**src/sv/mgpvu_pkg.sv**
```systemverilog
// Shared constants, types and field widths for the MAC-grid velocity update block.
package mgpvu_pkg;
	localparam int unsigned DefMaxWidth  = 256;
	localparam int unsigned DefMaxHeight = 256;
	localparam int unsigned DefMaxDepth  = 256;
	localparam int unsigned DimW  = 9;
	localparam int unsigned DataW = 32;
	localparam int unsigned IdxW  = 2;

	localparam logic [IdxW-1:0] REG_WIDTH  = 2'd0;
	localparam logic [IdxW-1:0] REG_HEIGHT = 2'd1;
	localparam logic [IdxW-1:0] REG_DEPTH  = 2'd2;
	localparam logic [IdxW-1:0] REG_THREE_D = 2'd3;

	// class bits: bit0 fluid, bit1 empty
	typedef logic [1:0] cls_t;

	// classified cell handed from front to back
	typedef struct packed {
		logic                    border;
		logic                    fl;
		logic                    em;
		logic                    td;
		logic signed [DataW-1:0] p;
		logic signed [DataW-1:0] vx;
		logic signed [DataW-1:0] vy;
		logic signed [DataW-1:0] vz;
		cls_t                    ncls_x;
		cls_t                    ncls_y;
		cls_t                    ncls_z;
		logic signed [DataW-1:0] pn_x;
		logic signed [DataW-1:0] pn_y;
		logic signed [DataW-1:0] pn_z;
	} cell_t;

	function automatic logic signed [DataW-1:0] sat32(input logic signed [DataW+1:0] v);
		logic signed [DataW+1:0] hi;
		logic signed [DataW+1:0] lo;
		hi = (DataW+2)'(signed'({1'b0, {(DataW-1){1'b1}}}));
		lo = -hi - (DataW+2)'(1);
		if (v > hi) return hi[DataW-1:0];
		if (v < lo) return lo[DataW-1:0];
		return v[DataW-1:0];
	endfunction

	function automatic logic signed [DataW-1:0] axis(input logic fl,
			input logic signed [DataW-1:0] v, input logic signed [DataW-1:0] p,
			input cls_t nc, input logic signed [DataW-1:0] pn);
		logic signed [DataW+1:0] r;
		r = (DataW+2)'(v);
		if (fl) begin
			if (nc[0]) r = r - (DataW+2)'(p) + (DataW+2)'(pn);
			if (nc[1]) r = r - (DataW+2)'(p);
		end else begin
			r = nc[0] ? (DataW+2)'(v) + (DataW+2)'(pn) : '0;
		end
		return sat32(r);
	endfunction
endpackage

```
**src/sv/mgpvu_fifo.sv**
```systemverilog
// Two-entry queue between front and back.
module mgpvu_fifo (
	input  logic             clk,
	input  logic             arst_n,
	input  logic             wr_valid,
	output logic             wr_ready,
	input  mgpvu_pkg::cell_t wr_data,
	output logic             rd_valid,
	input  logic             rd_ready,
	output mgpvu_pkg::cell_t rd_data
);
	mgpvu_pkg::cell_t mem_q [2];
	logic       wp_q, rp_q;
	logic [1:0] cnt_q;
	logic       wr, rd;

	assign wr_ready = cnt_q != 2'd2;
	assign rd_valid = cnt_q != 2'd0;
	assign rd_data  = mem_q[rp_q];
	assign wr = wr_valid && wr_ready;
	assign rd = rd_valid && rd_ready;

	always_ff @(posedge clk) begin
		if (wr) mem_q[wp_q] <= wr_data;
	end

	always_ff @(posedge clk or negedge arst_n) begin
		if (!arst_n) begin
			wp_q <= 1'b0; rp_q <= 1'b0; cnt_q <= 2'd0;
		end else begin
			if (wr) wp_q <= !wp_q;
			if (rd) rp_q <= !rp_q;
			cnt_q <= cnt_q + 2'(wr) - 2'(rd);
		end
	end
endmodule

```
**config.mk**
```make
export PLATFORM = sky130hd
export DESIGN_NAME = mgpvu_fifo
export DESIGN_NICKNAME = d
export VERILOG_FILES = /design/src/sv/mgpvu_pkg.sv /design/src/sv/mgpvu_fifo.sv
export SDC_FILE = /design/constraint.sdc
export NUM_CORES = 1
export LEC_CHECK = 0
export ABC_CLOCK_PERIOD_IN_PS = 12130
export BUFFER_PORTS_ARGS = -buffer_cell sky130_fd_sc_hd__buf_2
export CORE_ASPECT_RATIO = 0.8
export CORE_MARGIN = 1.5
export CORE_UTILIZATION = 52
export DETAILED_ROUTE_END_ITERATION = 16
export GPL_TIMING_DRIVEN = 0
export PLACE_DENSITY_LB_ADDON = 0.25
export RECOVER_POWER = 50
export REMOVE_ABC_BUFFERS = 1
export SETUP_SLACK_MARGIN = 0.02
export SLEW_MARGIN = 10
export SYNTH_ARGS = -nofsm -noshare
export SYNTH_HDL_FRONTEND = slang
export SYNTH_SLANG_ARGS = --single-unit
```
**constraint.sdc**
```tcl
create_clock -name clk -period 12.13 [get_ports clk]
set_input_delay 2.426 -clock clk [delete_from_list [all_inputs] [get_ports clk]]
set_output_delay 2.426 -clock clk [all_outputs]
set_load 0.05 [all_outputs]
```
==> Word-level counts from Yosys, hierarchy flattened <==
Memory sizes are Yosys's and may differ from the RTL's.
Cells that the tools add are included.
{ "classes": {"addsub": 2, "n_eq_ne": 1, "n_mux": 2, "n_reduce_logical": 5} }
{ "op_table": {"columns": ["cell", "count"], "rows": [
  ["2-bit by 1-bit adder with 2-bit output", 1],
  ["1-bit logical AND", 2],
  ["1-bit logical NOT", 2],
  ["1-bit two-way mux", 2],
  ["2-bit inequality test, second input constant", 1],
  ["2-bit nonzero test", 1],
  ["2-bit by 1-bit subtractor with 2-bit output", 1]
]} }
{ "totals": {"reg_bits": 4, "ram_bits": 468, "input_bits": 238, "out_inout_bits": 236, "word_cells": 14, "n_memories": 1} }
{ "memory_table": {"columns": ["name", "depth", "width", "rd", "rd_ports_with_merged_regs", "wr", "line_no", "source"], "rows": [
  ["mem_q", 2, 234, 1, 0, 1, "mgpvu_fifo.sv:12", "mgpvu_pkg::cell_t mem_q [2];"]
]} }

==> Depth between registers and ports, before layout <==
Gate-level depths: netlist of run 1.
{ "logic_depth": {"depth_word": 4, "ltp_mapped": 5, "depth_no_buf": 5} }

==> Worst setup path before layout of run 1 <==
No wires, ideal clock.
{ "synth_path": {"kind": "in2reg", "from": "input port wr_valid", "to": "memory mem_q[0][0] (netlist bit) (enable)", "arrival_time_ps": 12214, "slack_ps": -918, "stages": 2, "path_buffers": 0, "cell_sequence": "nand2_1 -> nor2_1"} }
{ "synth_via": {"elab_chain_len": 3} }
{ "synth_rtl": {"columns": ["item", "line_no", "source"], "rows": [
  ["from (decl)", "mgpvu_fifo.sv:5", "input logic wr_valid,"],
  ["1-bit logical AND", "mgpvu_fifo.sv:20", "assign wr = wr_valid && wr_ready;"],
  ["1-bit two-way mux", "mgpvu_fifo.sv:24", "if (wr) mem_q[wp_q] <= wr_data;"],
  ["1-bit two-way mux (not written as such)", "mgpvu_fifo.sv:24", null],
  ["to (decl)", "mgpvu_fifo.sv:12", null]
]} }
Every way passes these cells.

==> flow_summary.yaml, run 1 <==
run:
  cap_violations: 3
clock_network:
  holdBufCountCts: 0
  cts.sinks: 472
  cts_buffer_depth: 3
  cts-htree-levels: 2
  post-cts-setup-buffers: 0
  numCtsBuffers: 46
  clkLatencyLatePin_ps: 540
  cts_tree: "built"
  cts-root-buf: "clkbuf_16"
  post_cts_resized: 0
  clkTransAtPathRegs_ps: 60
grt:
  grt-ovfl-total: 0
  grt_pass1_vias: 9074
  grt_usage_pct: 20.4
  grt_antenna_before_repair: 13
  grt_max_degree: 55
  grt_pass1_wl_um: 53700
timing:
  worst_hold_slack_ps: 499
  worst_slew_pin_slew_ps: 2630
  finalCritPeriodShare_pct: 44.7
  max-slew-margin-rel_pct: -75.5
  hold_viol_final: 0
  rsz0062_at_grt: "no"
  setup_viol: 0
  skew_ps: 6.79
  period_minus_slack_ps: 5420
  fmax_mhz: 184
  slew_viol_final: 112
synth:
  synth_area_leaders: "edfxtp_1, mux2_4, mux2_2"
  syn_area_mm2: 0.0177
  synth_cells: 750
  yosysWarnings: 0
  synth_top_flop_cell: "edfxtp_1"
  ys_types: 19
  avgSynthCellArea_um2: 23.6
  synth_top_area_cell: "edfxtp_1"
  ys_seq_area_share_pct: 79.9
  synth_seq_cells: 472
  ys_async_sr_fraction_pct: 0.847
  synth_top_area_share_pct: 79.3
  synth_edf_count: 468
floorplanning:
  placementRows: 60
  die_h_um: 168
  start_util_pct: 52.8
  die_x_um: 209
  core_area_mm2: 0.0336
  dieArea_mm2: 0.0352
  io_pins: 474
final_layout:
  seqCellArea_mm2: 0.0142
  fill_cells: 2322
  num-nets-final: 1504
  area_growth_pct: 25.0
  final_cells: 1742
  drive_gt1_share_pct: 53.5
  multi_input_area_mm2: 0.00332
placement:
  port_buffers: 473
  dp.cells: 1651
  dp_hpwl_um: 26200
  routabilityCongestion: 0.747
setup_path:
  r2r-start: "cnt_q[0]$_DFF_PN0_"
  r2r_setup_slack_ps: 8540
  critPathMaxFanout: 45
  worstPathRequired_ps: 9700
  r2r_cells: 8
  timing.rr.end: "mem_q[0][207]$_DFFE_PP_"
  critPathLaunchType: "register"
  endpoint_kind: "output pin"
  path_class: "reg -> out"
  worstPathArrival_ps: 2990
route:
  first_pass_iters: 4
  drtAntennaViolNets: 0
  routed_wl_um: 36500
  vias: 8829
  vias_per_cell: 5.07
  wire_per_inst_um: 21.0
  drt_iter0_markers: 409
  drc: 0
run_status:
  status: "finished, violations left"
  violations: "max-capacitance violations, max-slew violations"
power:
  power-per-cell-area_mw_per_mm2: 296
  ir_drop_uv: 212
  fin_total_pwr_uw: 6570
  p_leak_uw: 0.00850
worst_hold_path:
  min_path_cells: 1
  hold_path.class: "reg -> reg"
  min_to: "wp_q$_DFFE_PN0P_"
  worstHoldStart: "wp_q$_DFFE_PN0P_"
-- layout by cell type, fill, tap and decap left out, drive strengths merged --
cell type	instances
and3	1
clkinv	17
a311oi	1
nor2b	1
mux2	234
edfxtp	468
nand2b	1
ha	1
clkbuf	157
nor4bb	1
nor2	3
nand3	1
dfrtp	4
xnor2	3
o21ai	1
nand2	2
clkinvlp	2
diode	7
o21ba	1
buf	398
or2	1
bufinv	3
-- power breakdown --
group	switching (uW)	internal, uW
registers	110	2230
logic	1980	872
clock network	571	801
total	2660	3900
-- worst max-delay path by stage --
| stage | start | endpoint | slack, ps | depth (start not counted) |
|---|---|---|---|---|
| 3_3_place_gp | wr_valid | mem_q[0][86]$_DFFE_PP_ | -7090 | 3 |
| 3_5_place_dp | rp_q$_DFFE_PN0P_ | rd_data[26] | 7260 | 5 |
| 5_1_grt | rp_q$_DFFE_PN0P_ | rd_data[26] | 6560 | 5 |
| 4_1_cts | rp_q$_DFFE_PN0P_ | rd_data[26] | 6650 | 5 |
| 2_1_floorplan | wr_valid | mem_q[0][0]$_DFFE_PP_ | -920 | 2 |
| 6_report | rp_q$_DFFE_PN0P_ | rd_data[26] | 6710 | 5 |
-- cells in the mapped netlist, types with 2 or more instances --
| library cell | number |
|---|---|
| buf_2 | 8 |
| nand2_1 | 2 |
| dfrtp_1 | 4 |
| nor2_1 | 3 |
| xnor2_1 | 3 |
| edfxtp_1 | 468 |
| mux2_4 | 150 |
| buf_6 | 18 |
| mux2_2 | 84 |
-- through the flow --
stage | setup slack [ps] | util, % | setup TNS (ps) | cell area, um^2
global route | 6560 | 66.0 | 0 | 22100
floorplan | -918 | - | -214740 | 17500
global placement | -7090 | 60.7 | -1978040 | 20400
finish | 6710 | 66.0 | 0 | 22200
detailed placement | 7260 | 62.2 | 0 | 20900
CTS | 6650 | 66.6 | 0 | 22300
-- worst max-delay path: stages (launching register included) --
cell	delay [ps]
dfrtp_4	830
buf_16	350
buf_16	340
buf_16	280
mux2_2	360
buf_2	210
-- metal layers --
layer  vias up  share of wire [%]  GRT usage (%)
li1       4053                  -              -
met1      4345                 38           24.3
met2       351                 50           34.3
met3        68                9.9           7.98
met4        12                2.0           6.68
met5         -               0.23              0
-- state kept, by name, summed over array words and instances (netlist names) --
name	count
cnt_q	2
mem_q	468
rp_q	1
wp_q	1
-- cells by family (layout without fill, tap and decap cells) --
family | after synthesis | count (layout) | synth area share, %
flops | 472 | 472 | 79.9
buf+inv | 26 | 577 | 1.37
simple gates | 11 | 11 | 0.332
xor+xnor | 3 | 3 | 0.148
mux | 234 | 234 | 18.1
fa+ha+maj | 1 | 1 | 0.0706
other cells | 0 | 7 | 0
compound gates | 3 | 3 | 0.134
-- area by class of cell --
| cell class | instances | share of cell area [%] |
|---|---|---|
| Timing Repair Buffer | 493 | 12.0 |
| Clock inverter | 22 | 0.830 |
| Antenna cell | 7 | 0.0791 |
| Clock buffer | 62 | 5.76 |
| Multi-Input combinational cell | 252 | 15.0 |
| Tap cell | 434 | 2.45 |
| Sequential cell | 472 | 63.9 |
Note: power is estimated with default switching activity, not from simulation.
==> run 2: changes to the inputs <==
- ABC_CLOCK_PERIOD_IN_PS: 12130 -> 4950
- CORE_UTILIZATION: 52 -> 47
- clock period: 12.13 -> 4.95 ns (I/O delays scaled with it)
==> flow_summary.yaml, run 2 (synthesized netlist as in run 1, its figures left out) <==
clock_network:
  holdBufCountCts: 0
  cts_buffer_depth: 3
  cts-root-buf: "clkbuf_16"
  cts_tree: "built"
  cts-htree-levels: 2
  post-cts-setup-buffers: 0
  post_cts_resized: 0
  numCtsBuffers: 47
  clkTransAtPathRegs_ps: 60
  cts.sinks: 472
  clkLatencyLatePin_ps: 540
setup_path:
  crit_family: "buffers and inverters"
  critPathLaunchType: "register"
  critPathBufInv: 4
  critPathMaxFanout: 41
  max_stage_delay_ps: 860
  endpoint_kind: "output pin"
  r2r-start: "cnt_q[0]$_DFF_PN0_"
  cp_cell_sequence: "buf_16, buf_16, buf_16, mux2_2, buf_2"
  cp_slowest_cell: "dfrtp_1"
  worstPathArrival_ps: 3000
  worstPathRequired_ps: 3960
  r2r_cells: 4
  path_class: "reg -> out"
  r2r_setup_slack_ps: 1130
  timing.rr.end: "mem_q[1][76]$_DFFE_PP_"
  crit_top_cell: "buf_16"
placement:
  port_buffers: 473
  routabilityCongestion: 0.771
  dp_hpwl_um: 25800
route:
  vias: 8877
  drc: 0
  wire_per_inst_um: 20.4
  routed_wl_um: 36500
  drtAntennaViolNets: 0
  vias_per_cell: 4.96
  first_pass_iters: 4
  drt_iter0_markers: 392
floorplanning:
  start_util_pct: 47.7
  die_h_um: 177
  placementRows: 63
  io_pins: 474
  dieArea_mm2: 0.0389
  die_x_um: 220
  core_area_mm2: 0.0371
run_status:
  violations: "max-capacitance violations, max-slew violations"
  status: "finished, violations left"
timing:
  fmax_mhz: 251
  slew_viol_final: 101
  hold_viol_final: 0
  tns_ps: 0
  setup_viol: 0
  max-slew-margin-rel_pct: -74.9
  rsz0062_at_grt: "no"
  worst_slew_pin_slew_ps: 2620
  period_minus_slack_ps: 3990
  skew_ps: 13.7
  finalCritPeriodShare_pct: 80.5
grt:
  grt_usage_pct: 18.1
  grt-ovfl-total: 0
  grt_antenna_before_repair: 9
  grt_pass1_vias: 8850
  grt_max_degree: 49
  grt_pass1_wl_um: 52100
run:
  cap_violations: 3
final_layout:
  drive_gt1_share_pct: 53.5
  reg_top3: "mem_q: 468 flops, cnt_q: 2 flops"
  final_common_cell: "edfxtp_1"
  area_growth_pct: 26.0
  largest_reg_flops: 468
  top_register: "mem_q"
  num-nets-final: 1506
  final_cell_mix: "edfxtp_1, buf_2, mux2_4"
worst_hold_path:
  hold_path.class: "in -> async"
power:
  fin_total_pwr_uw: 16200
  p_leak_uw: 0.00855
  power-per-cell-area_mw_per_mm2: 728
  ir_drop_uv: 501
-- run 2: report_power, final --
part / switching [uW] / internal (uW) / total [uW]
logic: 4900 / 2190 / 7090
registers: 222 / 5470 / 5690
clock network: 1410 / 2060 / 3470
total: 6530 / 9720 / 16200
-- run 2: worst max-delay path by stage --
stage	cells past startpoint	endpoint	slack, ps	startpoint
after CTS	5	rd_data[58]	1200	rp_q$_DFFE_PN0P_
after global routing	5	rd_data[58]	780	rp_q$_DFFE_PN0P_
after detailed placement	5	rd_data[58]	1800	rp_q$_DFFE_PN0P_
final	5	rd_data[58]	960	rp_q$_DFFE_PN0P_
after floorplan	2	mem_q[0][0]$_DFFE_PP_	-6660	wr_valid
after global placement	3	mem_q[0][161]$_DFFE_PP_	-12960	wr_valid
-- run 2: area by class of cell --
type                       count  area (um^2)
tap                          487          609
sequential                   472        14200
clock inverter                24          240
timing repair buffer         494         2730
antenna                        2         5.00
multi-input combinational    252         3320
clock buffer                  60         1270
fill                        2758        14800
-- run 2: through the flow --
step                      std cells  utilization [%]  cell area, um^2  setup slack, ps  hold WS, ps
after global routing           1791             60.1            22300              784          265
after floorplan                 724                -            17500            -6660          460
after CTS                      1789             60.6            22500             1200          212
after detailed placement       1705             56.5            21000             1800          567
after global placement         1684             55.1            20400           -12960          480
final                          1791             60.1            22300              964          273
-- run 2: worst reg2reg max path: stages, from the launching register on --
cell and delay (ps):
dfrtp_1 420, nand2b_1 160, and3_1 620, clkbuf_1 1910
buf_16 320
-- run 2: routing by layer --
metal  track usage (%)  vias to the layer above  part of all wire [%]
met1              20.9                     4413                    37
met4              5.39                       14                   2.4
li1                  -                     4044                     -
met2              30.2                      333                    50
met5                 0                        -                  0.21
met3              8.04                       73                    11
==> run 3: changes to the inputs <==
- ABC_AREA: default -> 1
- ABC_CLOCK_PERIOD_IN_PS: 4950 -> 4110
- CORE_UTILIZATION: 47 -> 52
- clock period: 4.95 -> 4.11 ns (I/O delays scaled with it)
==> flow_summary.yaml, run 3 <==
run_status:
  status: "finished clean"
synth:
  synth_top_area_share_pct: 81.4
  synth_area_leaders: "edfxtp_1, nand2_1, buf_6"
  ys_types: 15
  avgSynthCellArea_um2: 13.8
  synth_cells: 1253
  ys_seq_area_share_pct: 82.0
  synth_edf_count: 468
  ys_async_sr_fraction_pct: 0.847
  syn_area_mm2: 0.0173
  synth_seq_cells: 472
  synth_top_area_cell: "edfxtp_1"
  synth_common_cells: "nand2_1, edfxtp_1, buf_2"
  yosysMostFrequentCell: "nand2_1"
  synth_top_flop_cell: "edfxtp_1"
  yosysWarnings: 0
final_layout:
  area_growth_pct: 25.9
  drive_gt1_share_pct: 26.1
  final_common_cell: "nand2_1"
  fill_cells: 2380
  num-nets-final: 1989
  final_cells: 2217
  reg_top3: "mem_q: 468 flops, cnt_q: 2 flops"
  final_cell_mix: "nand2_1, edfxtp_1, buf_2"
  multi_input_area_mm2: 0.00273
  seqCellArea_mm2: 0.0142
  top_register: "mem_q"
  largest_reg_flops: 468
clock_network:
  cts-htree-levels: 2
  cts.sinks: 472
  clkLatencyLatePin_ps: 540
  cts_tree: "built"
  clkTransAtPathRegs_ps: 60
  holdBufCountCts: 0
  cts-root-buf: "clkbuf_16"
  cts_buffer_depth: 3
  numCtsBuffers: 46
route:
  vias: 11000
  vias_per_cell: 4.98
  drtAntennaViolNets: 0
  wire_per_inst_um: 18.2
  first_pass_iters: 5
  drc: 0
  drt_iter0_markers: 585
  routed_wl_um: 40300
timing:
  worst_slew_pin_slew_ps: 1430
  period_minus_slack_ps: 3850
  setup_viol: 0
  skew_ps: 12.4
  rsz0062_at_grt: "no"
  finalCritPeriodShare_pct: 93.7
  slew_viol_final: 0
  max-slew-margin-rel_pct: 4.59
  hold_viol_final: 0
  fmax_mhz: 260
setup_path:
  cp_slowest_cell: "dfrtp_4"
  path_class: "reg -> out"
  r2r_cells: 6
  worstPathRequired_ps: 3290
  endpoint_kind: "output pin"
  timing.rr.end: "mem_q[1][190]$_DFFE_PP_"
  critPathLaunchType: "register"
  cp_cell_sequence: "buf_16, buf_16, clkinv_16, bufbuf_16, nand2_1, nand2_1, buf_2"
  r2r-start: "cnt_q[1]$_DFF_PN0_"
  max_stage_delay_ps: 670
  worstPathArrival_ps: 3030
  cp-startpoint: "rp_q$_DFFE_PN0P_"
  cp-endpoint: "rd_data[24]"
  r2r_setup_slack_ps: 350
  critPathMaxFanout: 115
grt:
  grt_pass1_vias: 10800
  grt_antenna_before_repair: 14
  grt_usage_pct: 23.0
  grt_max_degree: 116
  grt_pass1_wl_um: 59100
  grt-ovfl-total: 0
floorplanning:
  dieArea_mm2: 0.0343
  start_util_pct: 52.9
  die_x_um: 207
  io_pins: 474
  die_h_um: 166
  core_area_mm2: 0.0326
  placementRows: 59
placement:
  routabilityCongestion: 0.732
  dp.cells: 2127
  port_buffers: 473
  dp_hpwl_um: 27100
run:
  cap_violations: 0
worst_hold_path:
  hold_path.class: "in -> async"
## run 3: cell types whose count changed after synthesis, sizes merged, moves of 2 or more
cell and delta:
nand2 +709, clkbuf +6, buf +19, mux2 -234, inv +8, xnor2 -3
nor2 +2
## run 3: worst min path at each step
stage,from,cells after the start,to,slack (ps)
after CTS,arst_n,1,wp_q$_DFFE_PN0P_,40
after floorplan,wp_q$_DFFE_PN0P_,2,wp_q$_DFFE_PN0P_,480
final,arst_n,1,wp_q$_DFFE_PN0P_,100
after global routing,arst_n,1,wp_q$_DFFE_PN0P_,100
after global placement,wp_q$_DFFE_PN0P_,2,wp_q$_DFFE_PN0P_,500
after detailed placement,cnt_q[0]$_DFF_PN0_,1,cnt_q[0]$_DFF_PN0_,560
## run 3: layout make-up
class / instances / area share (%)
well taps: 427 / 2.46
inverters: 8 / 0.259
clock buffers: 62 / 5.86
clock inverters: 17 / 0.754
flip-flops and latches: 472 / 65.1
repair buffers: 500 / 12.9
multi-input cells: 722 / 12.6
diodes: 9 / 0.104
## run 3: worst max-delay path, delay by kind of cell, from the launching register on
kind                   cells  cell delay, ps
buffers and inverters      5            1600
and+or+nand+nor            2             170
DFF                        1             670
## run 3: metal layers
metal  global-route usage [%]  wire length [um]  up-vias
met5                        0                92        -
met4                     7.79              1230       12
met3                     8.56              4250       83
met2                     38.6             19600      416
met1                     27.2             15100     5296
li1                         -                 -     5242
## run 3: through the flow
| stage | TNS, ps | cell area (um^2) | utilization (%) | setup WS [ps] | hold WS [ps] |
|---|---|---|---|---|---|
| finish | 0 | 21700 | 66.6 | 258 | 100 |
| detailed placement | 0 | 20500 | 62.7 | 563 | 561 |
| global placement | -8246260 | 19800 | 60.7 | -13230 | 500 |
| global route | 0 | 21700 | 66.6 | 59.9 | 102 |
| CTS | 0 | 21900 | 67.2 | 8.78 | 44.1 |
| floorplan | -4231750 | 16900 | - | -7480 | 485 |
## run 3: kinds of logic (layout without fill, tap and decap cells)
kind of cell / count (synthesis) / after routing / synth area share, %
AO/OA/AOI/OAI: 2 / 2 / 0.0579
adder cells (fa/ha/maj): 1 / 1 / 0.0725
XOR/XNOR: 1 / 1 / 0.0507
flip-flops: 472 / 472 / 82.0
AND/OR/NAND/NOR: 718 / 718 / 15.6
other: 0 / 9 / 0
buffers and inverters: 59 / 587 / 2.20
## run 3: timing repair
item	in CTS	in global routing
setup endpoints to repair	30	61
endpoints found under the hold margin	0	0
gates resized for setup	0	2
setup buffers	0	1
gates cloned	1	0
Power of run 3 is not shown: default switching activity piles up to over one toggle a cycle in this logic, so the estimate is an artifact.
