==> config.mk <==
export PLATFORM = sky130hd
export DESIGN_NAME = mgpvu_back
export DESIGN_NICKNAME = d
export VERILOG_FILES = /design/src/sv/mgpvu_pkg.sv /design/src/sv/mgpvu_back.sv
export SDC_FILE = /design/constraint.sdc
export NUM_CORES = 1
export LEC_CHECK = 0
export ABC_AREA = 0
export BUFFER_PORTS_ARGS = -buffer_cell sky130_fd_sc_hd__buf_2
export CORE_MARGIN = 1
export CORE_UTILIZATION = 45
export CTS_BUF_LIST = sky130_fd_sc_hd__clkbuf_16
export CTS_CLUSTER_SIZE = 20
export DETAILED_ROUTE_END_ITERATION = 8
export PLACE_DENSITY = 0.65
export SETUP_SLACK_MARGIN = 0.5
export SLEW_MARGIN = 20
export SYNTH_ARGS = -nofsm -noshare
export SYNTH_HDL_FRONTEND = slang
export SYNTH_SLANG_ARGS = --single-unit
==> constraint.sdc <==
create_clock -name clk -period 5.1 [get_ports clk]
set_input_delay 0.765 -clock clk [delete_from_list [all_inputs] [get_ports clk]]
set_output_delay 0.765 -clock clk [all_outputs]
set_load 0.01 [all_outputs]
==> src/sv/mgpvu_pkg.sv <==
// Shared constants, types and field widths for the MAC-grid velocity update block.
package mgpvu_pkg;
	localparam int unsigned DefMaxWidth  = 256;
	localparam int unsigned DefMaxHeight = 256;
	localparam int unsigned DefMaxDepth  = 256;
	localparam int unsigned DimW  = 9;
	localparam int unsigned DataW = 32;
	localparam int unsigned IdxW  = 2;

	localparam logic [IdxW-1:0] REG_WIDTH  = 2'd0;
	localparam logic [IdxW-1:0] REG_HEIGHT = 2'd1;
	localparam logic [IdxW-1:0] REG_DEPTH  = 2'd2;
	localparam logic [IdxW-1:0] REG_THREE_D = 2'd3;

	// class bits: bit0 fluid, bit1 empty
	typedef logic [1:0] cls_t;

	// classified cell handed from front to back
	typedef struct packed {
		logic                    border;
		logic                    fl;
		logic                    em;
		logic                    td;
		logic signed [DataW-1:0] p;
		logic signed [DataW-1:0] vx;
		logic signed [DataW-1:0] vy;
		logic signed [DataW-1:0] vz;
		cls_t                    ncls_x;
		cls_t                    ncls_y;
		cls_t                    ncls_z;
		logic signed [DataW-1:0] pn_x;
		logic signed [DataW-1:0] pn_y;
		logic signed [DataW-1:0] pn_z;
	} cell_t;

	function automatic logic signed [DataW-1:0] sat32(input logic signed [DataW+1:0] v);
		logic signed [DataW+1:0] hi;
		logic signed [DataW+1:0] lo;
		hi = (DataW+2)'(signed'({1'b0, {(DataW-1){1'b1}}}));
		lo = -hi - (DataW+2)'(1);
		if (v > hi) return hi[DataW-1:0];
		if (v < lo) return lo[DataW-1:0];
		return v[DataW-1:0];
	endfunction

	function automatic logic signed [DataW-1:0] axis(input logic fl,
			input logic signed [DataW-1:0] v, input logic signed [DataW-1:0] p,
			input cls_t nc, input logic signed [DataW-1:0] pn);
		logic signed [DataW+1:0] r;
		r = (DataW+2)'(v);
		if (fl) begin
			if (nc[0]) r = r - (DataW+2)'(p) + (DataW+2)'(pn);
			if (nc[1]) r = r - (DataW+2)'(p);
		end else begin
			r = nc[0] ? (DataW+2)'(v) + (DataW+2)'(pn) : '0;
		end
		return sat32(r);
	endfunction
endpackage

==> src/sv/mgpvu_back.sv <==
// Back end: per-axis correction arithmetic and the output register.
module mgpvu_back (
	input  logic             clk,
	input  logic             arst_n,
	input  logic             cell_valid,
	output logic             cell_ready,
	input  mgpvu_pkg::cell_t item,
	output logic             out_valid,
	input  logic             out_ready,
	output logic [3*mgpvu_pkg::DataW-1:0] out_data
);
	logic signed [mgpvu_pkg::DataW-1:0] ox, oy, oz;
	logic valid_q;

	always_comb begin
		ox = item.vx; oy = item.vy; oz = item.vz;
		if (!item.border && (item.fl || item.em)) begin
			ox = mgpvu_pkg::axis(item.fl, item.vx, item.p, item.ncls_x, item.pn_x);
			oy = mgpvu_pkg::axis(item.fl, item.vy, item.p, item.ncls_y, item.pn_y);
			if (item.td)
				oz = mgpvu_pkg::axis(item.fl, item.vz, item.p, item.ncls_z, item.pn_z);
		end
		if (!item.td) oz = '0;
	end

	assign cell_ready = !valid_q || out_ready;
	assign out_valid = valid_q;

	always_ff @(posedge clk) begin
		if (cell_valid && cell_ready) out_data <= {oz, oy, ox};
	end

	always_ff @(posedge clk or negedge arst_n) begin
		if (!arst_n) valid_q <= 1'b0;
		else if (cell_ready) valid_q <= cell_valid;
	end
endmodule

* Yosys cells after proc, flatten, opt, wreduce, memory -nomap -nowiden
Cells that the tools add are included.
Widths: inputs -> output; s select.
** Word-level totals
- Word-level logic and storage cells :: 82
- Input bits :: 238
- Output and inout bits :: 98
- Register bits after elaboration :: 97
** Cells by class
- Multiplexer cells :: 55
- Add/sub/neg operators :: 12
- Magnitude comparators :: 6
- Reductions and logical operators :: 6
** Operators by type and width (count)
- $mux 34 :: 23
- $mux 32 :: 15
- $add 33x32->34 :: 3
- $gt 34x32->1 const B :: 3
- $lt 34x32->1 const B :: 3
- $sub 34x32->34 :: 3
- $add 32x32->33 :: 3
- $sub 32x32->33 :: 3
- $mux 1 :: 17
- $logic_and 1x1->1 :: 2
- $logic_not 1->1 :: 2
- $logic_or 1x1->1 :: 2

* Logic depth before layout (Yosys ltp)
Gate-level depths: netlist (run 1).
- Depth after elaboration :: 21
- Mapped depth :: 29
- Mapped depth without buffers :: 27

* Worst setup path after synthesis (run 1)
Ideal clock, no wire load.
- Path type :: input -> register
- From :: in item[199] (netlist name)
- To :: reg out_data[83] (netlist name) (data pin)
- Buffers on the path :: 2
- Required time :: 4.841 ns
- Arrival time :: 6.321 ns
- Slack :: -1.480 ns
- Setup time :: 0.259 ns
- Stages on the path :: 27
- Cell sequence :: inv_1 fa_1 fa_1 a211oi_1 o21ai_0 a21oi_1 o21bai_1 a21oi_1 nor2b_1 nor2_1 xnor2_1 nand2_1 o21ai_0 ha_1 clkbuf_2 a211o_1 o211ai_1 a211oi_1 a2111oi_2 a21oi_2 a41oi_1 mux2_2 or3_1 a32oi_2 buf_2 o21bai_1 a21oi_1
** Between the ends
- Word-level cells in the longest chain between the ends :: 19
- Elaborated cells between the ends (all ways) :: 24
- Classes of those cells :: 3 x add/sub; 2 x order compare; 19 x mux
** Ends and longest elaborated chain
- start: declaration :: RTL line mgpvu_back.sv:7 : input mgpvu_pkg::cell_t item,
- $sub 32x32->33 :: RTL line mgpvu_pkg.sv:52 : if (nc[0]) r = r - (DataW+2)'(p) + (DataW+2)'(pn);
- $add 33x32->34 :: RTL line mgpvu_pkg.sv:52
- $mux 34 :: RTL line mgpvu_pkg.sv:52
- $mux 34 :: RTL line mgpvu_pkg.sv:51 : if (fl) begin
- $mux 34 :: RTL line mgpvu_back.sv:20 : if (item.td)
- $mux 34 :: RTL line mgpvu_back.sv:17 : if (!item.border && (item.fl || item.em)) begin
- $sub 34x32->34 :: RTL line mgpvu_pkg.sv:53 : if (nc[1]) r = r - (DataW+2)'(p);
- $mux 34 * :: RTL line mgpvu_pkg.sv:53
- [2 not listed]
- $mux 34 * :: RTL line mgpvu_back.sv:17
- $lt 34x32->1 :: RTL line mgpvu_pkg.sv:42 : if (v < lo) return lo[DataW-1:0];
- $mux 1 (2 in series) :: RTL line mgpvu_pkg.sv:42
- $mux 1 :: RTL line mgpvu_back.sv:20
- $mux 1 :: RTL line mgpvu_back.sv:17
- $mux 32 :: RTL line mgpvu_pkg.sv:43 : return v[DataW-1:0];
- $mux 32 * :: RTL line mgpvu_pkg.sv:42
- $mux 32 * :: RTL line mgpvu_back.sv:17
- end signal: assignment :: RTL line mgpvu_back.sv:30 : if (cell_valid && cell_ready) out_data <= {oz, oy, ox};
- end: declaration :: RTL line mgpvu_back.sv:10 : output logic [3*mgpvu_pkg::DataW-1:0] out_data
Mark *: on every way between the ends. The rest lies on a longest branch, timed or not. The select of a mux whose other input is x is not followed.
A chain may end at the register's enable or synchronous reset.

* Worst setup path after layout (run 1)
- From :: in item[169] (netlist name)
- To :: reg out_data[24] (netlist name) (data pin)
** Between the ends
- Word-level cells in the longest chain between the ends :: 16
- Elaborated cells between the ends (all ways) :: 22
- Classes of those cells :: 4 x add/sub; 2 x order compare; 16 x mux
** Ends and longest elaborated chain
- $sub 32x32->33 :: RTL line mgpvu_pkg.sv:52
- $add 33x32->34 :: RTL line mgpvu_pkg.sv:52
- $mux 34 :: RTL line mgpvu_pkg.sv:52
- $mux 34 :: RTL line mgpvu_pkg.sv:51
- $mux 34 :: RTL line mgpvu_back.sv:17
- $sub 34x32->34 :: RTL line mgpvu_pkg.sv:53
- $mux 34 :: RTL line mgpvu_pkg.sv:53
- $mux 34 * :: RTL line mgpvu_pkg.sv:51
- $mux 34 * :: RTL line mgpvu_back.sv:17
- $lt 34x32->1 :: RTL line mgpvu_pkg.sv:42
- $mux 1 (2 in series) :: RTL line mgpvu_pkg.sv:42
- $mux 1 :: RTL line mgpvu_back.sv:17
- $mux 32 :: RTL line mgpvu_pkg.sv:43
- $mux 32 * :: RTL line mgpvu_pkg.sv:42
- $mux 32 * :: RTL line mgpvu_back.sv:17
- via ox (one bit) :: RTL line mgpvu_back.sv:12 : logic signed [mgpvu_pkg::DataW-1:0] ox, oy, oz;
The timed path passes the listed nets; every way through them passes the cells marked *. The select of a mux whose other input is x is not followed.

==> summary.txt, run 1 <==
Run
  • Max-cap violation count: 0

Worst setup path
  • Setup crit end kind: flip-flop
  • WS Path Type: primary input to flip-flop
  • Critical path's slowest cell: fa_1
  • Startpoint types: primary input
  • CP required: 5.25 ns
  • CP max stage delay: 0.55 ns
  • CP arrival: 6.41 ns
  • Crit-path max FO: 10

Layout
  • Final nets: 5333
  • Share of layout cells above drive strength 1: 37.7%
  • P&R area growth vs syn: 51.2%
  • Final non-filler cell total: 5460

Outcome
  • Violated checks: negative setup slack
  • Status: finished, violations left

Global route
  • Pin count of the biggest net entering global routing: 43
  • First-pass GRT wire length: 175 mm
  • GRT overflow: 0
  • GRT Overall Usage: 38.8%
  • Initial antenna violation count: 8
  • Vias in the first global route: 30900

Routing
  • Routed Antenna Nets: 0
  • Highest metal used: met5
  • Number of remaining DRC errors: 0
  • DR pass1 iterations: 8
  • Routed met2 length: 54.3 mm
  • Vias/cell: 5.89
  • Met1 wire length: 46.0 mm
  • Total routed wirelength: 119 mm
  • Initial drt markers: 2863
  • Met3 wire len: 10.2 mm
  • Via count: 32100
  • DR WL/cell: 21.9 µm

Yosys
  • Distinct cells, synth: 100
  • Simple-gate area share of the yosys netlist: 14.2%
  • Post-synth top area share: 14.4%
  • Post-synthesis cell count: 3446
  • Fraction of registers with async set/reset: 1.03%
  • Post-synthesis compound-gate area fraction: 32.8%
  • Adder-Cell Fraction of Synth Area: 22.3%
  • Synth warnings: 0
  • Syn_nets: 4083
  • Synth area leaders: ha_1 (14%), edfxtp_1 (11%), fa_1 (7.9%), a21oi_1 (6.9%), inv_1 (6.4%)
  • Top_reg_cell synth: edfxtp_1
  • FF+latch count, synth: 97
  • Synth Cell Area: 25800 µm²
  • Share of the yosys chip area belonging to registers: 11.3%
  • Mux share of post-synthesis cell area: 2.66%
  • Area leader, netlist: ha_1
  • Post-synth EDFFs: 96
  • Largest family of logic cells by synthesized area: compound AO/OA/AOI/OAI gates
  • XOR/XNOR Fraction of Synth Area: 8.10%
  • Post-Syn Area per Cell: 7.50 µm²

Timing
  • Post-layout min period: 6.26 ns
  • Max_slew headroom: 22.6%
  • Unrepaired setup endpoints after global routing: yes
  • Clk_skew: 0.0127 ns
  • Peak Freq: 160 MHz
  • Final setup margin: -1.16 ns
  • Endpoints failing hold: 0
  • Final period util: 123%
  • Final slew viol count: 0
  • # setup viols final: 96
  • Slew @ Worst Pin: 1.16 ns

Placed design
  • GP Congestion: 1.02
  • Worst slack, placed: -1.74 ns
  • IO Port Bufs: 335
  • Placed insts: 5334
  • HPWL Detailed: 93.4 mm

Die
  • Die Area: 58400 µm²
  • Initial cell density of the core: 45.7%
  • Area of the core: 56500 µm²
  • Num ports: 336
  • Vert. Die Dim: 242 µm
  • Std cell rows: 87
  • Die Width: 242 µm

Clock tree
  • H-tree depth: 3
  • Max clock buf depth: 2
  • Clock sink total: 97
  • CTS Root Cell: clkbuf_16
  • Hold-fix buffers, CTS: 0
  • Clock latency on the worst-skew pair: 0.42 ns
  • TritonCTS clock tree: done
  • Reg clk slew, reported paths: 0.09 ns
  • Num CTS Buffers: 9

Power and ir drop
  • Lkg Pwr: 19.2 nW
  • Peak supply drop: 240 µV
  • Total power: 0.0117 W
  • Pwr/cell area: 299 nW/µm²

Min path
  • Worst min-delay path class: primary input to asynchronous set/reset pin
-- through the flow --
step	TNS [ns]	util, %	instance area [µm²]	hold WS [ns]
2_1_floorplan	-91.59	-	26100	0.469
3_3_place_gp	-152.66	62.6	35400	0.509
3_5_place_dp	-157.72	62.6	35400	0.521
4_1_cts	-92.14	66.7	37700	0.0920
5_1_grt	-120.47	69.1	39000	0.112
6_report	-99.53	69.1	39000	0.0974
-- logic make-up after synthesis --
logic type                 after synthesis
AOI/OAI and AO/OA                     1282
xor gates and xnor gates               239
adders and majority gates              399
buffers and inverters                  583
DFF                                     97
muxes                                   66
and+or+nand+nor                        780
-- per-layer routing --
layer | global-route usage [%] | vias up
li1 | - | 15000
met1 | 46.9 | 15100
met2 | 63.3 | 1609
met3 | 6.80 | 401
met4 | 25.8 | 12
met5 | 0 | -
-- where the power goes --
group          internal (W)  leakage [nW]  total [W]  switching [W]
combinational       0.00485          18.1    0.00981        0.00496
sequential          0.00100         0.936    0.00104      0.0000418
clock              0.000388         0.147   0.000835       0.000447
-- cells in the final DEF (no fill, tap or decap), types with 97 or more instances in the layout --
cell     netlist  final
buf_4          4    977
inv_1        438    424
buf_2         13    314
a21oi_1      355    296
nand2_1      282    276
ha_1         297    261
o21ai_0      245    203
nor2_1       175    165
a21o_1       158    158
xnor2_1      150    149
fa_1         102     97
-- cells in the mapped netlist (34+ instances only) --
cell type  number
a221oi_1       40
xor2_1         89
a21oi_1       355
nand4_1        39
nor2_1        175
o21ai_0       245
o211ai_1       42
fa_1          102
o22ai_1        37
nand3_1        68
ha_1          297
xnor2_1       150
o21a_1         34
edfxtp_1       96
a211oi_1       52
inv_1         438
nand2_1       282
a21o_1        158
nand2b_1       44
clkbuf_1      108
o21bai_1       42
mux2i_1        44
-- sequential cells by signal (all words and copies together), names as in the netlist --
| signal | flops |
|---|---|
| out_valid | 1 |
| out_data | 96 |
-- critical path: cells and delay by family --
| family | cells | cell delay, ns |
|---|---|---|
| compound gates | 11 | 2.21 |
| fa+ha+maj | 3 | 1.05 |
| simple gates | 3 | 1.04 |
| buf+inv | 7 | 0.80 |
| xor+xnor | 2 | 0.42 |
| mux | 1 | 0.13 |
-- area by class of cell --
cell class / instances / area (µm²)
tap: 756 / 946
multi-input combinational: 2766 / 22800
clock inverter: 7 / 77.6
fill: 4765 / 17400
antenna: 3 / 7.51
clock buffer: 9 / 225
inverter: 440 / 1670
timing repair buffer: 1382 / 10400
sequential: 97 / 2910
-- worst paths after layout --
| check | start | endpoint | slack (ns) | cells after the start |
|---|---|---|---|---|
| max in group asynchronous | arst_n | out_valid$_DFFE_PN0N_ | 4.92 | 1 |
| min reg2reg | out_valid$_DFFE_PN0N_ | out_valid$_DFFE_PN0N_ | 0.54 | 2 |
| max reg2reg | out_valid$_DFFE_PN0N_ | out_data[36]$_DFFE_PP_ | 2.92 | 3 |
| min | arst_n | out_valid$_DFFE_PN0N_ | 0.1 | 1 |
| max | item[169] | out_data[24]$_DFFE_PP_ | -1.16 | 27 |
| min in group clk | out_valid$_DFFE_PN0N_ | out_valid$_DFFE_PN0N_ | 0.54 | 2 |
-- what timing repair did --
action,CTS,global route
pin swaps,118,164
endpoints found under the setup margin,96,96
resized for setup,251,215
gates cloned,13,2
buffers inserted,61,31
(Power assumes the default switching activity.)
==> inputs of run 2 (changes only) <==
--- a/config.mk
+++ b/config.mk
@@ -14,6 +14,7 @@
 export DETAILED_ROUTE_END_ITERATION = 8
 export PLACE_DENSITY = 0.65
 export SETUP_SLACK_MARGIN = 0.5
+export SKIP_CTS_REPAIR_TIMING = 1
 export SLEW_MARGIN = 20
 export SYNTH_ARGS = -nofsm -noshare
 export SYNTH_HDL_FRONTEND = slang
==> run 2 against run 1 <==
Against the previous run:
- the flow still finishes with violations (negative setup slack)
- routed wire length fell by 2.7%
- cell area fell by 3.1%
- register-to-register slack improved by 0.02 ns
- total power fell by 4.3%
- largest power group unchanged
- critical endpoint is now out_data[19]$_DFFE_PP_
- worst setup slack got worse by 0.051 ns
- sequential power barely moved
- core utilization fell by 2.1 points
- count of clock-buffer cells in the layout did not move
- sequential share of layout area rose by 0.24 points
- combinational power fell by 5.1%
- non-clock buffer count fell by 60
- hold slack improved by 0.0025 ns
==> summary.txt, run 2 (same netlist as run 1, synthesis figures left out) <==
Outcome
  • Status: finished, violations left
  • Violated checks: negative setup slack

Worst setup path
  • Crit-path max FO: 10 (unchanged)
  • R2r setup slk: 2.94 ns (+0.02 ns)
  • CP arrival: 6.45 ns (+0.04 ns)
  • Startpoint types: primary input
  • RR Endpoint: out_data[36]$_DFFE_PP_
  • Worst r2r src: out_valid$_DFFE_PN0N_
  • CP required: 5.24 ns (about the same)
  • Path depth of the worst reg2reg path: 3 (unchanged)
  • WS Path Type: primary input to flip-flop
  • Setup crit end kind: flip-flop

Power and ir drop
  • Peak supply drop: 237 µV (-1.3%)
  • Sw Ratio: 47.0% (+0.43 points)
  • Clk pwr share: 7.4% (+0.3 points)
  • Lkg Pwr: 18.7 nW (-2.4%)
  • Net Sw Power: 0.00526 W (-3.4%)
  • Comb power frac: 83.2% (-0.7 points)
  • Share of power burned in registers: 9.3% (+0.4 points)
  • Pwr/cell area: 296 nW/µm² (-1.3%)
  • Total power: 0.0112 W (-4.3%)
  • P_int: 0.00593 W (-5.1%)

Routing
  • Highest metal used: met5
  • Number of remaining DRC errors: 0 (unchanged)
  • Met3 wire len: 9.77 mm (-4.5%)
  • Total routed wirelength: 116 mm (-2.7%)
  • Initial drt markers: 2648 (-7.5%)
  • Met1 wire length: 45.3 mm (-1.6%)
  • DR WL/cell: 21.5 µm (-1.6%)
  • DR pass1 iterations: 6 (-2)
  • Vias/cell: 5.83 (-0.98%)
  • Via count: 31500 (-2.1%)
  • Routed met2 length: 52.5 mm (-3.3%)
  • Routed Antenna Nets: 0 (unchanged)

Timing
  • # setup viols final: 96 (unchanged)
  • Endpoints failing hold: 0 (unchanged)
  • Peak Freq: 159 MHz (-0.81%)
  • Clk_skew: 0.0107 ns (-0.00203 ns)
  • Post-layout min period: 6.31 ns (+0.0509 ns)
  • Final setup margin: -1.21 ns (-0.0509 ns)
  • Final period util: 124% (+1.0 points)
  • Final slew viol count: 0 (unchanged)
  • Setup TNS: -102.01 ns (-2.47 ns)
  • Unrepaired setup endpoints after global routing: yes
  • Max_slew headroom: 17.4% (-5.2 points)
  • Slew @ Worst Pin: 1.24 ns (+0.0822 ns)

Layout
  • Number of flip-flops in the largest register: 96 (unchanged)
  • Final nets: 5273 (-1.1%)
  • P&R area growth vs syn: 46.5%
  • Final Util: 67.0% (-2.1 points)
  • Reg with most FFs: out_data
  • Final non-filler cell total: 5399 (-1.1%)
  • Most frequent cells in the layout: buf_4 (939), inv_1 (432), buf_2 (323)
  • Leading cell type in the layout, fill and taps excluded: buf_4
  • Share of layout cells above drive strength 1: 35.8% (-1.9 points)

Global route
  • Initial antenna violation count: 7 (-1)
  • GRT overflow: 0 (unchanged)
  • Vias in the first global route: 29600 (-4.2%)
  • GRT Overall Usage: 37.0% (-1.9 points)
  • Pin count of the biggest net entering global routing: 43 (unchanged)
  • First-pass GRT wire length: 166 mm (-4.8%)

Clock tree
  • Num CTS Buffers: 9 (unchanged)
  • Reg clk slew, reported paths: 0.09 ns (about the same)
  • CTS Root Cell: clkbuf_16
  • TritonCTS clock tree: done
  • Max clock buf depth: 2 (unchanged)
  • Clock latency on the worst-skew pair: 0.41 ns (about the same)
  • H-tree depth: 3 (unchanged)
  • Clock sink total: 97 (unchanged)

Die
  • Initial cell density of the core: 45.7% (unchanged)
  • Die Area: 58400 µm² (unchanged)
  • Num ports: 336 (unchanged)
  • Std cell rows: 87 (unchanged)
  • Vert. Die Dim: 242 µm (unchanged)
  • Area of the core: 56500 µm² (unchanged)
  • Die Width: 242 µm (unchanged)

Placed design
  • Worst slack, placed: -1.74 ns (unchanged)
  • HPWL Detailed: 93.4 mm (unchanged)
  • IO Port Bufs: 335 (unchanged)
  • Placed insts: 5334 (unchanged)
  • GP Congestion: 1.02 (unchanged)

Run
  • Max-cap violation count: 0 (unchanged)

Min path
  • Worst min-delay path class: primary input to asynchronous set/reset pin
## run 2: how the worst max path moves through the flow
stage,startpoint,endpoint,slack (ns),cells after the start
3_3_place_gp,item[214],out_data[6]$_DFFE_PP_,-1.70,25
4_1_cts,item[214],out_data[49]$_DFFE_PP_,-1.33,26
3_5_place_dp,item[214],out_data[56]$_DFFE_PP_,-1.74,26
2_1_floorplan,item[199],out_data[2]$_DFFE_PP_,-1.06,25
5_1_grt,item[170],out_data[27]$_DFFE_PP_,-1.39,28
6_report,item[170],out_data[19]$_DFFE_PP_,-1.21,28
## run 2: worst max-delay path, cell delays in order
cell and delay [ns]:
buf_8 0.08, inv_4 0.03, fa_1 0.54, inv_2 0.05, ha_4 0.21, a2111o_1 0.46, o21bai_4 0.21, a41oi_2 0.18
buf_6 0.15, a211oi_1 0.07, o31a_1 0.28, o21ai_1 0.13, nand2_1 0.08, xnor2_1 0.13, mux2_4 0.30, ha_4 0.31
nand4_1 0.16, buf_4 0.19, or3_4 0.39, a2111oi_4 0.40, o31ai_2 0.14, a21oi_4 0.17, xor2_2 0.22, a221oi_4 0.10
buf_12 0.20, buf_8 0.15, a221oi_1 0.21, o22ai_1 0.13
## run 2: metrics by stage
stage               cell area [µm²]  hold WS, ns
floorplan                     26100        0.469
global placement              35400        0.509
detailed placement            35400        0.521
CTS                           35700       0.0920
global route                  37800        0.113
finish                        37900       0.0999
## run 2: final cells by class
class                   count  area, µm²
well taps                 756        946
clock inverters             7       77.6
clock buffers               9        225
fillers                  4943      18600
flip-flops and latches     97       2910
multi-input cells        2766      22400
diodes                      2       5.00
repair buffers           1322       9670
inverters                 440       1660
## run 2: power groups by stage
stage | sequential (W) | combinational (W) | clock, W
6_report | 0.00104 | 0.00931 | 0.000832
4_1_cts | 0.00104 | 0.00825 | 0.000830
3_3_place_gp | 0.00106 | 0.00814 | 0
5_1_grt | 0.00105 | 0.0100 | 0.000854
3_5_place_dp | 0.00106 | 0.00820 | 0
2_1_floorplan | 0.00109 | 0.00470 | 0
## run 2: routing by layer
layer  track usage [%]  vias to the layer above
met5                 0                        -
met4              22.5                       10
met3              5.94                      358
met2              60.6                     1455
met1              45.4                    14800
li1                  -                    14900
